`src/pl_pkg.sv`:
```
// ----------------------------------------------------------------------------
// pl_pkg: shared types and codes for the positional list engine
// Request and response beat layouts, request and status codes, and the
// control word broadcast along the row of list cells.
// ----------------------------------------------------------------------------
package pl_pkg;

   localparam int CAPACITY    = 16;
   localparam int DATA_WIDTH  = 32;
   localparam int POS_WIDTH   = 5;
   localparam int COUNT_WIDTH = $clog2(CAPACITY + 1);
   localparam int IDX_WIDTH   = $clog2(CAPACITY);

   localparam logic [COUNT_WIDTH-1:0] CAPACITY_COUNT = COUNT_WIDTH'(CAPACITY);

   // request codes
   localparam logic [1:0] REQ_READ   = 2'd0;
   localparam logic [1:0] REQ_INSERT = 2'd1;
   localparam logic [1:0] REQ_REMOVE = 2'd2;

   // status codes
   localparam logic [1:0] ST_OK    = 2'd0;
   localparam logic [1:0] ST_RANGE = 2'd1;
   localparam logic [1:0] ST_FULL  = 2'd2;

   typedef struct packed {
      logic [1:0]           req_type;
      logic [POS_WIDTH-1:0] position;
      logic signed [31:0]   item_value;
   } pl_req_type;

   typedef struct packed {
      logic signed [31:0]     read_value;
      logic [1:0]             status;
      logic [COUNT_WIDTH-1:0] entry_count;
   } pl_rsp_type;

   typedef struct packed {
      logic                  shift_up;
      logic                  shift_down;
      logic [POS_WIDTH-1:0]  position;
      logic [DATA_WIDTH-1:0] value;
   } pl_cell_ctrl_type;

endpackage

```
`src/pl_cell.sv`:
```
// ----------------------------------------------------------------------------
// pl_cell: one list slot
// Holds one entry; on an insert it takes its left neighbor or the new value,
// on a remove it takes its right neighbor, depending on its own index.
// ----------------------------------------------------------------------------
module pl_cell
   import pl_pkg::*;
#(
   parameter int INDEX = 0
) (
   input  logic                  clock,
   input  pl_cell_ctrl_type      ctrl,
   input  logic [DATA_WIDTH-1:0] left_entry,
   input  logic [DATA_WIDTH-1:0] right_entry,
   output logic [DATA_WIDTH-1:0] entry
);

   localparam logic [POS_WIDTH-1:0] MY_POS = POS_WIDTH'(INDEX);

   logic [DATA_WIDTH-1:0] entry_ff;
   logic [DATA_WIDTH-1:0] entry_in;

   always_comb begin
      entry_in = entry_ff;
      if (ctrl.shift_up) begin
         if (MY_POS > ctrl.position) begin
            entry_in = left_entry;
         end else if (MY_POS == ctrl.position) begin
            entry_in = ctrl.value;
         end
      end else if (ctrl.shift_down) begin
         if (MY_POS >= ctrl.position) begin
            entry_in = right_entry;
         end
      end
   end

   always_ff @(posedge clock) begin
      entry_ff <= entry_in;
   end

   assign entry = entry_ff;

endmodule

```
`src/positional_list_engine.sv`:
```
// ----------------------------------------------------------------------------
// positional_list_engine: bounded ordered list with insert/remove by position
// A row of list cells, one entry per cell, shifts on insert or remove; a
// shared count tracks the list length.
// ----------------------------------------------------------------------------
// Usage:
//   Requests come in on req_data and are taken at a rising edge where start
//   is high and busy is low. busy stays low: every request finishes at the
//   edge that takes it, since all cells shift together in that cycle.
//   Each request gives one response beat on rsp_data, shown for exactly one
//   cycle with rsp_valid high, in the cycle right after the request edge.
//   Throughput is one request per cycle, since the cell row and the count
//   register both update at the edge that takes the request.
//   A read returns the entry at the position, or status RANGE and zero when
//   the position is at or past the count. An insert past the count is RANGE,
//   an insert into a full list is FULL; both leave the list as it was.
//   Request code 3 does nothing and answers OK.
//   Reset clears the count and the response strobe; cell contents are not
//   cleared, since only positions below the count are ever read.
//   The receiver cannot stall: a response beat not taken is gone.
// ----------------------------------------------------------------------------
module positional_list_engine
   import pl_pkg::*;
(
   input  logic       clock,
   input  logic       reset,
   input  logic       start,
   output logic       busy,
   input  pl_req_type req_data,
   output logic       rsp_valid,
   output pl_rsp_type rsp_data
);

   logic                   accept;
   logic [COUNT_WIDTH-1:0] count_ff;
   logic [COUNT_WIDTH-1:0] count_in;
   pl_rsp_type             rsp_ff;
   pl_rsp_type             rsp_in;
   logic                   rsp_valid_ff;
   pl_cell_ctrl_type       cell_ctrl;
   logic [COUNT_WIDTH-1:0] req_pos;

   // cell outputs, one per list position
   logic [DATA_WIDTH-1:0]  cell_q [CAPACITY];

   assign busy    = 1'b0;
   assign accept  = start && !busy;
   assign req_pos = COUNT_WIDTH'(req_data.position);

   // Decode the request against the current count and build the broadcast
   // control for the cell row.
   always_comb begin
      rsp_in               = '0;
      rsp_in.status        = ST_OK;
      count_in             = count_ff;
      cell_ctrl.shift_up   = 1'b0;
      cell_ctrl.shift_down = 1'b0;
      cell_ctrl.position   = req_data.position;
      cell_ctrl.value      = req_data.item_value;
      case (req_data.req_type)
         REQ_READ: begin
            if (req_pos < count_ff) begin
               rsp_in.read_value = signed'(cell_q[req_data.position[IDX_WIDTH-1:0]]);
            end else begin
               rsp_in.status = ST_RANGE;
            end
         end
         REQ_INSERT: begin
            // range check wins over the full check
            if (req_pos > count_ff) begin
               rsp_in.status = ST_RANGE;
            end else if (count_ff == CAPACITY_COUNT) begin
               rsp_in.status = ST_FULL;
            end else begin
               cell_ctrl.shift_up = accept;
               count_in           = count_ff + COUNT_WIDTH'(1);
            end
         end
         REQ_REMOVE: begin
            if (req_pos < count_ff) begin
               cell_ctrl.shift_down = accept;
               count_in             = count_ff - COUNT_WIDTH'(1);
            end else begin
               rsp_in.status = ST_RANGE;
            end
         end
         default: begin
         end
      endcase
      rsp_in.entry_count = count_in;
   end

   // Row of cells: each one sees its two neighbors; the ends see zero.
   for (genvar i = 0; i < CAPACITY; i++) begin : g_cell
      logic [DATA_WIDTH-1:0] left_entry;
      logic [DATA_WIDTH-1:0] right_entry;
      if (i == 0) begin : g_first
         assign left_entry = '0;
      end else begin : g_rest
         assign left_entry = cell_q[i-1];
      end
      if (i == CAPACITY - 1) begin : g_last
         assign right_entry = '0;
      end else begin : g_inner
         assign right_entry = cell_q[i+1];
      end
      pl_cell #(
         .INDEX (i)
      ) u_cell (
         .clock       (clock),
         .ctrl        (cell_ctrl),
         .left_entry  (left_entry),
         .right_entry (right_entry),
         .entry       (cell_q[i])
      );
   end

   always_ff @(posedge clock) begin
      if (reset) begin
         count_ff     <= '0;
         rsp_valid_ff <= 1'b0;
      end else begin
         rsp_valid_ff <= accept;
         if (accept) begin
            count_ff <= count_in;
         end
      end
      // hold the response payload for its one-cycle beat
      if (accept) begin
         rsp_ff <= rsp_in;
      end
   end

   assign rsp_valid = rsp_valid_ff;
   assign rsp_data  = rsp_ff;

   // ------------------------------------------------------------------------
   // Assertions
   // ------------------------------------------------------------------------
   a_count_bound : assert property (@(posedge clock) disable iff (reset)
      count_ff <= CAPACITY_COUNT)
      else $error("list count above capacity");

   a_rsp_follows_req : assert property (@(posedge clock) disable iff (reset)
      accept |=> rsp_valid)
      else $error("request without response beat");

   a_rsp_count : assert property (@(posedge clock) disable iff (reset)
      rsp_valid |-> rsp_data.entry_count == count_ff)
      else $error("response count differs from list count");

   a_full_count : assert property (@(posedge clock) disable iff (reset)
      rsp_valid && rsp_data.status == ST_FULL |-> count_ff == CAPACITY_COUNT)
      else $error("full status on a list that is not full");

   a_insert_grows : assert property (@(posedge clock) disable iff (reset)
      cell_ctrl.shift_up |=> count_ff == $past(count_ff) + COUNT_WIDTH'(1))
      else $error("insert did not grow the list");

endmodule
```
`config.mk`:
```
export PLATFORM = sky130hd
export DESIGN_NAME = positional_list_engine
export DESIGN_NICKNAME = d
export VERILOG_FILES = /design/src/pl_pkg.sv /design/src/pl_cell.sv /design/src/positional_list_engine.sv
export SDC_FILE = /design/constraint.sdc
export NUM_CORES = 1
export LEC_CHECK = 0
export BUFFER_PORTS_ARGS = -buffer_cell sky130_fd_sc_hd__buf_2
export CAP_MARGIN = 20
export CORE_ASPECT_RATIO = 0.9
export CORE_MARGIN = 8
export CORE_UTILIZATION = 45
export DETAILED_ROUTE_END_ITERATION = 10
export HOLD_SLACK_MARGIN = 0.06
export SLEW_MARGIN = 10
export SYNTH_ARGS = -nofsm -noshare
export SYNTH_HDL_FRONTEND = slang
export SYNTH_HIERARCHICAL = 1
export SYNTH_SLANG_ARGS = --single-unit
```
`constraint.sdc`:
```
create_clock -name clock -period 11.35 [get_ports clock]
set_input_delay 0.5675 -clock clock [delete_from_list [all_inputs] [get_ports clock]]
set_output_delay 0.5675 -clock clock [all_outputs]
set_load 0.02 [all_outputs]
```
After elaboration in Yosys (flattened, before gate mapping)

Index checks and enable logic that the tools add are counted.

Equal/unequal tests: 34
Bitwise logic cells: 1
$mul: 0
Shift-type cells: 0
Reductions and logical operators: 37
Magnitude comparators: 35
Divide/modulo/power cells: 0
Muxes and demuxes: 96
Add/sub/neg operators: 2

Operators with widths:

| operator                                                                            | number |
|---|---|
| 32-bit 2-to-1 mux                                                                   | 82 |
| 32-bit binary-select mux with 4-bit select                                          | 1 |
| 3-bit by 1-bit inequality test with 1-bit output (second input constant)            | 16 |
| 3-bit AND reduction                                                                 | 16 |
| 4-bit by 5-bit equality test with 1-bit output (first input constant)               | 8 |
| 4-bit by 5-bit greater-or-equal comparator with 1-bit output (first input constant) | 8 |
| 4-bit by 5-bit > comparator with 1-bit output (first input constant)                | 8 |
| 2-bit nonzero test                                                                  | 17 |
| 3-bit by 5-bit equality test with 1-bit output (first input constant)               | 4 |
| 3-bit by 5-bit greater-or-equal comparator with 1-bit output (first input constant) | 4 |
| 3-bit by 5-bit > comparator with 1-bit output (first input constant)                | 4 |
| 5-bit 2-to-1 mux                                                                    | 3 |
| 2-bit by 5-bit equality test with 1-bit output (first input constant)               | 2 |
| 1-bit by 5-bit greater-or-equal comparator with 1-bit output (first input constant) | 2 |
| 2-bit by 5-bit greater-or-equal comparator with 1-bit output (first input constant) | 2 |
| 1-bit by 5-bit > comparator with 1-bit output (first input constant)                | 2 |
| 2-bit by 5-bit > comparator with 1-bit output (first input constant)                | 2 |
| 5-bit one-hot mux with 2 select lines                                               | 1 |
| 1-bit 2-to-1 mux                                                                    | 6 |
| 5-bit by 1-bit adder with 5-bit output (second input constant)                      | 1 |
| 1-bit by 5-bit equality test with 1-bit output (first input constant)               | 1 |
| 5-bit equality test (second input constant)                                         | 1 |
| 5-bit greater-or-equal comparator (second input constant)                           | 1 |
| 5-bit > comparator                                                                  | 1 |
| 11 further kinds                                                                    | 12 |

Output and inout bits: 41
Input bits: 42
RAM bits: 0
Flip-flop bits (word level): 557
Memory bits (read-only): 0
Memories: 0
Bits in latches: 0
Logic and storage cells: 226

Depth between registers and ports, before layout

Gate-level depths: netlist of run 1.

Depth after elaboration: 6
Depth in mapped cells: 14
Gate-level depth less buffers: 10

Modules after synthesis

Netlist of run 1, hierarchy kept.

By module, submodules not included:

| module                       | area an instance (µm²) | cells an instance | sequential area each (µm²) | times used |
|---|---|---|---|---|
| positional_list_engine       | 6164.7                 | 456               | 1291.2                     | 1 |
| pl_cell at g_cell[4].u_cell  | 1926.8                 | 188               | 960.9                      | 1 |
| pl_cell at g_cell[8].u_cell  | 1865.5                 | 184               | 960.9                      | 1 |
| pl_cell at g_cell[9].u_cell  | 1855.5                 | 185               | 960.9                      | 1 |
| pl_cell at g_cell[1].u_cell  | 1836.8                 | 184               | 960.9                      | 1 |
| pl_cell at g_cell[13].u_cell | 1820.5                 | 184               | 960.9                      | 1 |
| pl_cell at g_cell[5].u_cell  | 1746.7                 | 185               | 960.9                      | 1 |
| pl_cell at g_cell[11].u_cell | 1731.7                 | 185               | 960.9                      | 1 |
| pl_cell at g_cell[12].u_cell | 1695.4                 | 178               | 960.9                      | 1 |
| pl_cell at g_cell[14].u_cell | 1674.1                 | 177               | 960.9                      | 1 |
| pl_cell at g_cell[2].u_cell  | 1669.1                 | 142               | 960.9                      | 1 |
| pl_cell at g_cell[6].u_cell  | 1667.8                 | 142               | 960.9                      | 1 |
| pl_cell at g_cell[15].u_cell | 1652.8                 | 177               | 960.9                      | 1 |
| pl_cell at g_cell[7].u_cell  | 1642.8                 | 177               | 960.9                      | 1 |
| 3 more rows                  | n/a                    | n/a               | n/a                        | n/a |

Least setup slack after synthesis of run 1

Ideal clock, no wire load.

Kind: input -> register
Start point: input req_data[32] in the netlist's numbering
End point: register g_cell[4].u_cell.entry_ff[0] (enable)
Setup time: 513 ps
Path buffers: 5
Required time: 10837 ps
Stages on the path: 14
Arrival time: 7624 ps
Slack: 3213 ps
Path through: buf_6 > buf_12 > buf_6 > inv_1 > ha_1 > and3_1 > nand3_1 > o21ai_2 > nand2_1 > nor3b_1 > buf_2 > buf_2 > nor2_1 > nor4b_1

RTL lines:

| element              | RTL line                     | RTL |
|---|---|---|
| from (decl)          | positional_list_engine.sv:29 | `input pl_req_type req_data,` |
| to (signal assigned) | pl_cell.sv:39                | `entry_ff <= entry_in;` |
| to (decl)            | pl_cell.sv:20                | `logic [DATA_WIDTH-1:0] entry_ff;` |

==> results of run 1 <==
## layer usage
| layer | vias up | share of wire [%] | track usage (%) |
|---|---|---|---|
| li1 | 11782 | - | - |
| met1 | 13474 | 40 | 36.5 |
| met2 | 1868 | 44 | 41.1 |
| met3 | 294 | 11 | 4.64 |
| met4 | 2 | 4.0 | 9.76 |
| met5 | - | 0.015 | 0 |
## path summary, 6_finish.rpt
kind                                   from                         end  slack [ns]  depth (start not counted)
hold / removal                        reset                 count_ff[2]        0.21                          2
setup reg to reg                count_ff[2]  g_cell[14].u_cell/entry[1]        6.24                         12
setup / recovery               req_data[34]  g_cell[14].u_cell/entry[1]        6.09                         12
hold reg to reg   g_cell[1].u_cell/entry[2]   g_cell[0].u_cell/entry[2]        0.61                          1
## cell usage in the layout, fill, tap and decap left out, types with 68 or more instances in the layout
master,count
nand3b_1,96
a21oi_1,69
mux4_2,128
a31oi_1,352
buf_2,76
nand3_1,71
o21ai_1,153
nand2_1,360
mux2i_1,98
edfxtp_1,551
a211oi_1,68
nor2_1,437
## metrics by stage
stage               power (mW)  hold WS [ns]  setup slack, ns  utilization, %
floorplan                 2.72         0.548             3.21               -
global placement          2.88         0.582             5.55            46.2
detailed placement        2.90         0.587             5.50            46.2
CTS                       4.91         0.171             6.16            48.9
global route              5.02         0.205             5.84            48.9
finish                    4.89         0.212             6.09            48.9
## flip-flops by register name, summed over array words and instances, names as in the netlist
name,cells
count_ff,5
rsp_data,39
g_cell.u_cell/entry,512
rsp_valid,1
## critical path, stage by stage
cell	delay (ns)
clkbuf_8	0.67
ha_1	0.38
o211ai_1	0.20
a21oi_1	0.12
o21ai_2	0.31
nand2_1	0.18
nor3b_2	0.40
buf_4	0.72
buf_12	0.68
o21bai_1	0.23
a41oi_4	0.41
buf_4	0.50
## area by class of cell
type / instances / area (sq um) / share of cell area (%)
clock inverters: 34 / 309 / 0.850
clock buffers: 82 / 1680 / 4.62
multi-input cells: 2240 / 15300 / 42.0
inverters: 45 / 169 / 0.465
repair buffers: 148 / 1040 / 2.85
well taps: 970 / 1210 / 3.34
flip-flops and latches: 557 / 16700 / 45.9
diodes: 2 / 5.00 / 0.0138
## kinds of logic after synthesis
logic type / after synthesis / synth area share (%)
and+or+nand+nor: 1106 / 15.1
AOI/OAI and AO/OA: 832 / 16.4
DFF: 557 / 49.6
buffers and inverters: 340 / 5.88
muxes: 258 / 12.6
adders and majority gates: 11 / 0.410
other: 1 / 0.0112
## power by group through the flow
stage | Combinational (mW) | Sequential, mW | Clock, mW
final | 0.563 | 2.30 | 2.02
after global routing | 0.599 | 2.31 | 2.12
after CTS | 0.551 | 2.30 | 2.05
after detailed placement | 0.550 | 2.35 | 0
after global placement | 0.537 | 2.35 | 0
after floorplan | 0.364 | 2.35 | 0
==> run_summary.xml, run 1 <==
<?xml version="1.0" encoding="UTF-8"?>
<metrics>
  <group name="sta">
    <metric name="grt_setup_unrepaired" unit="">no</metric>
    <metric name="final_min_period_over_clock_period" unit="%">46.3</metric>
    <metric name="fin_skew" unit="ns">0.0142</metric>
    <metric name="finalHoldViolations" unit="">0</metric>
    <metric name="normalized_max_slew_margin" unit="%">20.3</metric>
    <metric name="timing.final.setup_violations" unit="">0</metric>
    <metric name="fin_setup_tns" unit="ns">0</metric>
    <metric name="report.final.slew_viol_count" unit="">0</metric>
    <metric name="achievable-frequency" unit="GHz">0.190</metric>
    <metric name="clock_period_minus_final_worst_setup_slack" unit="ns">5.26</metric>
    <metric name="worst_slew_pin_slew" unit="ns">1.20</metric>
  </group>
  <group name="worst_setup_path">
    <metric name="crit_fanout" unit="">219</metric>
    <metric name="crit_path_end_kind" unit="">register</metric>
    <metric name="critPathKind" unit="">primary input to register</metric>
    <metric name="arrival" unit="ns">5.52</metric>
    <metric name="setup.worst_path.start_class" unit="">primary input</metric>
    <metric name="cp.required" unit="ns">11.61</metric>
  </group>
  <group name="floorplan">
    <metric name="die_area" unit="sq um">83700</metric>
    <metric name="core_area" unit="sq um">74300</metric>
    <metric name="rows" unit="">95</metric>
    <metric name="initial_utilization" unit="%">45.2</metric>
    <metric name="die_y" unit="um">275</metric>
    <metric name="die_x" unit="um">304</metric>
    <metric name="io_pins" unit="">83</metric>
  </group>
  <group name="route">
    <metric name="final_antenna_violating_net_count" unit="">0</metric>
    <metric name="first_pass_iters" unit="">6</metric>
    <metric name="routed_wirelength" unit="um">114000</metric>
    <metric name="wire_per_inst" unit="um">28.0</metric>
    <metric name="avgViaCountPerCell" unit="">6.72</metric>
    <metric name="detailroute.via_count" unit="">27420</metric>
    <metric name="drt_first_iter_violations" unit="">3901</metric>
    <metric name="drc" unit="">0</metric>
  </group>
  <group name="clocking">
    <metric name="clk_latency" unit="ns">0.63</metric>
    <metric name="number_of_sinks_on_the_clock_net" unit="">557</metric>
    <metric name="clk_transition_reported_paths" unit="ns">0.07</metric>
    <metric name="cts_post_setup_buffers_inserted" unit="">0</metric>
    <metric name="cts_repair_resize_count" unit="">0</metric>
    <metric name="cts.root.buffer_cell" unit="">clkbuf_16</metric>
    <metric name="cts_hold_buffers" unit="">0</metric>
    <metric name="cts_made_buffers" unit="">61</metric>
    <metric name="cts.path.max_buffers" unit="">3</metric>
    <metric name="cts-htree-levels" unit="">2</metric>
    <metric name="cts_tree" unit="">yes</metric>
  </group>
  <group name="yosys">
    <metric name="synth.most_common_cell" unit="">edfxtp_1</metric>
    <metric name="syn-instance-count" unit="">3105</metric>
    <metric name="number_of_enable_type_register_cells_in_the_synthesized_netlist" unit="">551</metric>
    <metric name="mappedNetlistArea" unit="sq um">33600</metric>
    <metric name="ys.flop_type" unit="">edfxtp_1</metric>
    <metric name="synth.avg_cell_area" unit="sq um">10.8</metric>
    <metric name="seq_area_frac_synth" unit="%">49.6</metric>
    <metric name="synth_top_area_cell" unit="">edfxtp_1</metric>
    <metric name="ys_warn_count" unit="">6</metric>
    <metric name="ys_seq_elements" unit="">557</metric>
    <metric name="synth.top_cells.by_count" unit="">edfxtp_1, nor2_1, nand2_1, a31oi_1, o21ai_1</metric>
    <metric name="synth.top_cell.area_share" unit="%">49.3</metric>
    <metric name="post_synth_main_area_contributors" unit="">edfxtp_1, mux4_2, a31oi_1</metric>
    <metric name="yosys.cell_types.count" unit="">86</metric>
    <metric name="asyncSetResetFlopFracSynth" unit="%">0</metric>
  </group>
  <group name="place">
    <metric name="placed_cells_incl_taps" unit="">3958</metric>
    <metric name="globalplace.congestion" unit="">0.880</metric>
    <metric name="detailed_placement_wirelength_estimate" unit="um">63900</metric>
    <metric name="placement.cell_area" unit="sq um">34300</metric>
    <metric name="io_buffers" unit="">81</metric>
  </group>
  <group name="hold_path">
    <metric name="min-delay-path-class" unit="">primary input to register</metric>
  </group>
  <group name="power_and_ir_drop">
    <metric name="power.switching_fraction" unit="%">25.8</metric>
    <metric name="comb_power_share" unit="%">11.5</metric>
    <metric name="sequentialPowerShare" unit="%">47.1</metric>
    <metric name="p_leak" unit="nW">12.0</metric>
    <metric name="irDropWorstVdd" unit="uV">117</metric>
    <metric name="power_frac_clock" unit="%">41.4</metric>
    <metric name="power.internal" unit="mW">3.63</metric>
    <metric name="p_per_area" unit="nW/um^2">135</metric>
    <metric name="power_dissipated_by_switching_net_loads" unit="mW">1.26</metric>
  </group>
  <group name="global_route">
    <metric name="largest_net_degree_at_the_start_of_global_routing" unit="">220</metric>
    <metric name="antenna_found_initial" unit="">5</metric>
    <metric name="globalRouteTotalUtil" unit="%">26.3</metric>
    <metric name="grt_first_pass_wirelength" unit="um">170000</metric>
    <metric name="overflow" unit="">0</metric>
    <metric name="grt_pass1_vias" unit="">26228</metric>
  </group>
  <group name="final_layout">
    <metric name="layout.filler_cells" unit="">6587</metric>
    <metric name="area.growth.synth_to_final" unit="%">8.19</metric>
    <metric name="final_area" unit="sq um">36300</metric>
    <metric name="fin_cells" unit="">4078</metric>
    <metric name="drive_gt1_share" unit="%">14.6</metric>
    <metric name="final_net_count" unit="">3106</metric>
  </group>
  <group name="job">
    <metric name="drv_cap" unit="">0</metric>
  </group>
  <group name="run_status">
    <metric name="run_status" unit="">finished, final reports clean</metric>
  </group>
</metrics>
Note: power is estimated with default switching activity, not from simulation.
==> run 2, diff against run 1 <==
clock period = 4.65 ns   (was 11.35 ns; I/O delays follow)
==> run_summary.xml, run 2 (synthesis gave the netlist of run 1 again) <==
<?xml version="1.0" encoding="UTF-8"?>
<metrics>
  <group name="run_status">
    <metric name="run_status" unit="">finished, final reports clean</metric>
  </group>
  <group name="worst_setup_path">
    <metric name="max_stage_delay" unit="ns">0.45</metric>
    <metric name="crit_path_cell_chain" unit="">inv_1 -&gt; ha_1 -&gt; o211ai_1 -&gt; a21oi_1 -&gt; o21ai_2 -&gt; nand2_1 -&gt; nor3b_4 -&gt; buf_12 -&gt; buf_4 -&gt; o21ai_0 -&gt; a31oi_4 -&gt; buf_4</metric>
    <metric name="setup.worst_path.start_class" unit="">register</metric>
    <metric name="cp.required" unit="ns">4.92</metric>
    <metric name="critical-path-top-cell-by-count" unit="">buf_4</metric>
    <metric name="crit_path_start" unit="">count_ff[2]</metric>
    <metric name="arrival" unit="ns">4.04</metric>
    <metric name="r2r_start" unit="">count_ff[2]</metric>
    <metric name="timing.critical_path.buf_inv" unit="">4</metric>
    <metric name="crit_path_end_kind" unit="">register</metric>
    <metric name="kind_of_cell_adding_the_most_delay_to_the_critical_path" unit="">buffers and inverters</metric>
    <metric name="critPathKind" unit="">register to register</metric>
    <metric name="crit_fanout" unit="">45</metric>
    <metric name="reg2reg_slack" unit="ns">0.88</metric>
    <metric name="crit_path_slowest_cell" unit="">buf_4</metric>
  </group>
  <group name="global_route">
    <metric name="antenna_found_initial" unit="">5</metric>
    <metric name="largest_net_degree_at_the_start_of_global_routing" unit="">205</metric>
    <metric name="overflow" unit="">0</metric>
    <metric name="globalRouteTotalUtil" unit="%">27.9</metric>
    <metric name="grt_pass1_vias" unit="">26472</metric>
    <metric name="grt_first_pass_wirelength" unit="um">178000</metric>
  </group>
  <group name="floorplan">
    <metric name="die_y" unit="um">275</metric>
    <metric name="initial_utilization" unit="%">45.2</metric>
    <metric name="core_area" unit="sq um">74300</metric>
    <metric name="die_area" unit="sq um">83700</metric>
    <metric name="die_x" unit="um">304</metric>
    <metric name="io_pins" unit="">83</metric>
    <metric name="rows" unit="">95</metric>
  </group>
  <group name="route">
    <metric name="avgViaCountPerCell" unit="">6.77</metric>
    <metric name="wire_per_inst" unit="um">29.4</metric>
    <metric name="detailroute.via_count" unit="">27872</metric>
    <metric name="final_antenna_violating_net_count" unit="">0</metric>
    <metric name="routed_wirelength" unit="um">121000</metric>
    <metric name="first_pass_iters" unit="">6</metric>
    <metric name="drc" unit="">0</metric>
    <metric name="drt_first_iter_violations" unit="">4125</metric>
  </group>
  <group name="clocking">
    <metric name="clk_transition_reported_paths" unit="ns">0.06</metric>
    <metric name="cts_post_setup_buffers_inserted" unit="">0</metric>
    <metric name="cts_repair_resize_count" unit="">0</metric>
    <metric name="clk_latency" unit="ns">0.65</metric>
    <metric name="cts_made_buffers" unit="">60</metric>
    <metric name="cts.path.max_buffers" unit="">3</metric>
    <metric name="number_of_sinks_on_the_clock_net" unit="">557</metric>
    <metric name="cts-htree-levels" unit="">2</metric>
    <metric name="cts_tree" unit="">yes</metric>
    <metric name="cts.root.buffer_cell" unit="">clkbuf_16</metric>
    <metric name="cts_hold_buffers" unit="">2</metric>
  </group>
  <group name="place">
    <metric name="placement.cell_area" unit="sq um">34800</metric>
    <metric name="io_buffers" unit="">81</metric>
    <metric name="detailed_placement_wirelength_estimate" unit="um">69000</metric>
    <metric name="placed_cells_incl_taps" unit="">3992</metric>
    <metric name="globalplace.congestion" unit="">0.867</metric>
  </group>
  <group name="final_layout">
    <metric name="final_net_count" unit="">3139</metric>
    <metric name="most-common-layout-cells" unit="">edfxtp_1, nor2_1, nand2_1</metric>
    <metric name="finalCoreUtilization" unit="%">49.4</metric>
    <metric name="largest_reg_flops" unit="">512</metric>
    <metric name="layout.cells.most_common" unit="">edfxtp_1</metric>
    <metric name="final_area" unit="sq um">36700</metric>
    <metric name="drive_gt1_share" unit="%">15.3</metric>
    <metric name="fin_cells" unit="">4114</metric>
    <metric name="area.growth.synth_to_final" unit="%">9.20</metric>
  </group>
  <group name="sta">
    <metric name="timing.final.setup_violations" unit="">0</metric>
    <metric name="finalHoldViolations" unit="">0</metric>
    <metric name="worst_slew_pin_slew" unit="ns">1.15</metric>
    <metric name="clock_period_minus_final_worst_setup_slack" unit="ns">3.77</metric>
    <metric name="fin_setup_tns" unit="ns">0</metric>
    <metric name="normalized_max_slew_margin" unit="%">23.3</metric>
    <metric name="achievable-frequency" unit="GHz">0.265</metric>
    <metric name="report.final.slew_viol_count" unit="">0</metric>
    <metric name="final_min_period_over_clock_period" unit="%">81.1</metric>
    <metric name="grt_setup_unrepaired" unit="">no</metric>
    <metric name="fin_skew" unit="ns">0.0209</metric>
  </group>
  <group name="power_and_ir_drop">
    <metric name="p_leak" unit="nW">12.2</metric>
    <metric name="irDropWorstVdd" unit="uV">289</metric>
    <metric name="p_per_area" unit="nW/um^2">323</metric>
  </group>
  <group name="job">
    <metric name="drv_cap" unit="">0</metric>
  </group>
  <group name="hold_path">
    <metric name="min-delay-path-class" unit="">primary input to register</metric>
    <metric name="worst_hold_startpoint" unit="">req_data[38]</metric>
  </group>
</metrics>
## run 2: layout make-up
class	instances	area, sq um
clock buffer	76	1580
antenna	8	20.0
tap	970	1210
multi-input combinational	2240	15300
timing repair buffer	182	1400
inverter	45	169
clock inverter	36	305
fill	6633	37600
sequential	557	16700
## run 2: path summary, 6_finish.rpt
kind	cells past startpoint	endpoint
setup / recovery	12	g_cell[6].u_cell/entry[1]
hold / removal	3	rsp_data[5]
setup reg to reg	12	g_cell[6].u_cell/entry[1]
hold reg to reg	1	g_cell[0].u_cell/entry[20]
## run 2: metal layers
layer  part of all wire, %  GRT usage (%)  vias up
li1                      -              -    11857
met1                    39           38.6    13703
met2                    44           42.5     1996
met3                    12           6.61      314
met4                   3.9           10.4        2
met5                 0.011              0        -
## run 2: worst register-to-register path: stages, from the launching register on
cell and delay [ns]:
dfxtp_1 0.42, inv_1 0.12, ha_1 0.30, o211ai_1 0.18, a21oi_1 0.12, o21ai_2 0.32
nand2_1 0.18, nor3b_4 0.25, buf_12 0.27, buf_4 0.38, o21ai_0 0.21, a31oi_4 0.18
buf_4 0.45
## run 2: per-stage QoR
| step | setup WS (ns) | total power, mW | hold slack [ns] |
|---|---|---|---|
| global route | 0.707 | 12.2 | 0.116 |
| CTS | 0.947 | 11.9 | 0.0822 |
| global placement | 0.959 | 7.09 | 0.515 |
| detailed placement | 0.912 | 7.12 | 0.507 |
| finish | 0.879 | 11.8 | 0.117 |
| floorplan | 0.0401 | 6.63 | 0.301 |
## run 2: report_power, final
| group | internal [mW] | switching [mW] | leakage, nW | total, mW |
|---|---|---|---|---|
| logic | 0.447 | 0.983 | 6.21 | 1.43 |
| clock network | 2.67 | 2.12 | 0.908 | 4.79 |
| registers | 5.58 | 0.0462 | 5.07 | 5.62 |
| total | 8.70 | 3.15 | 12.2 | 11.8 |
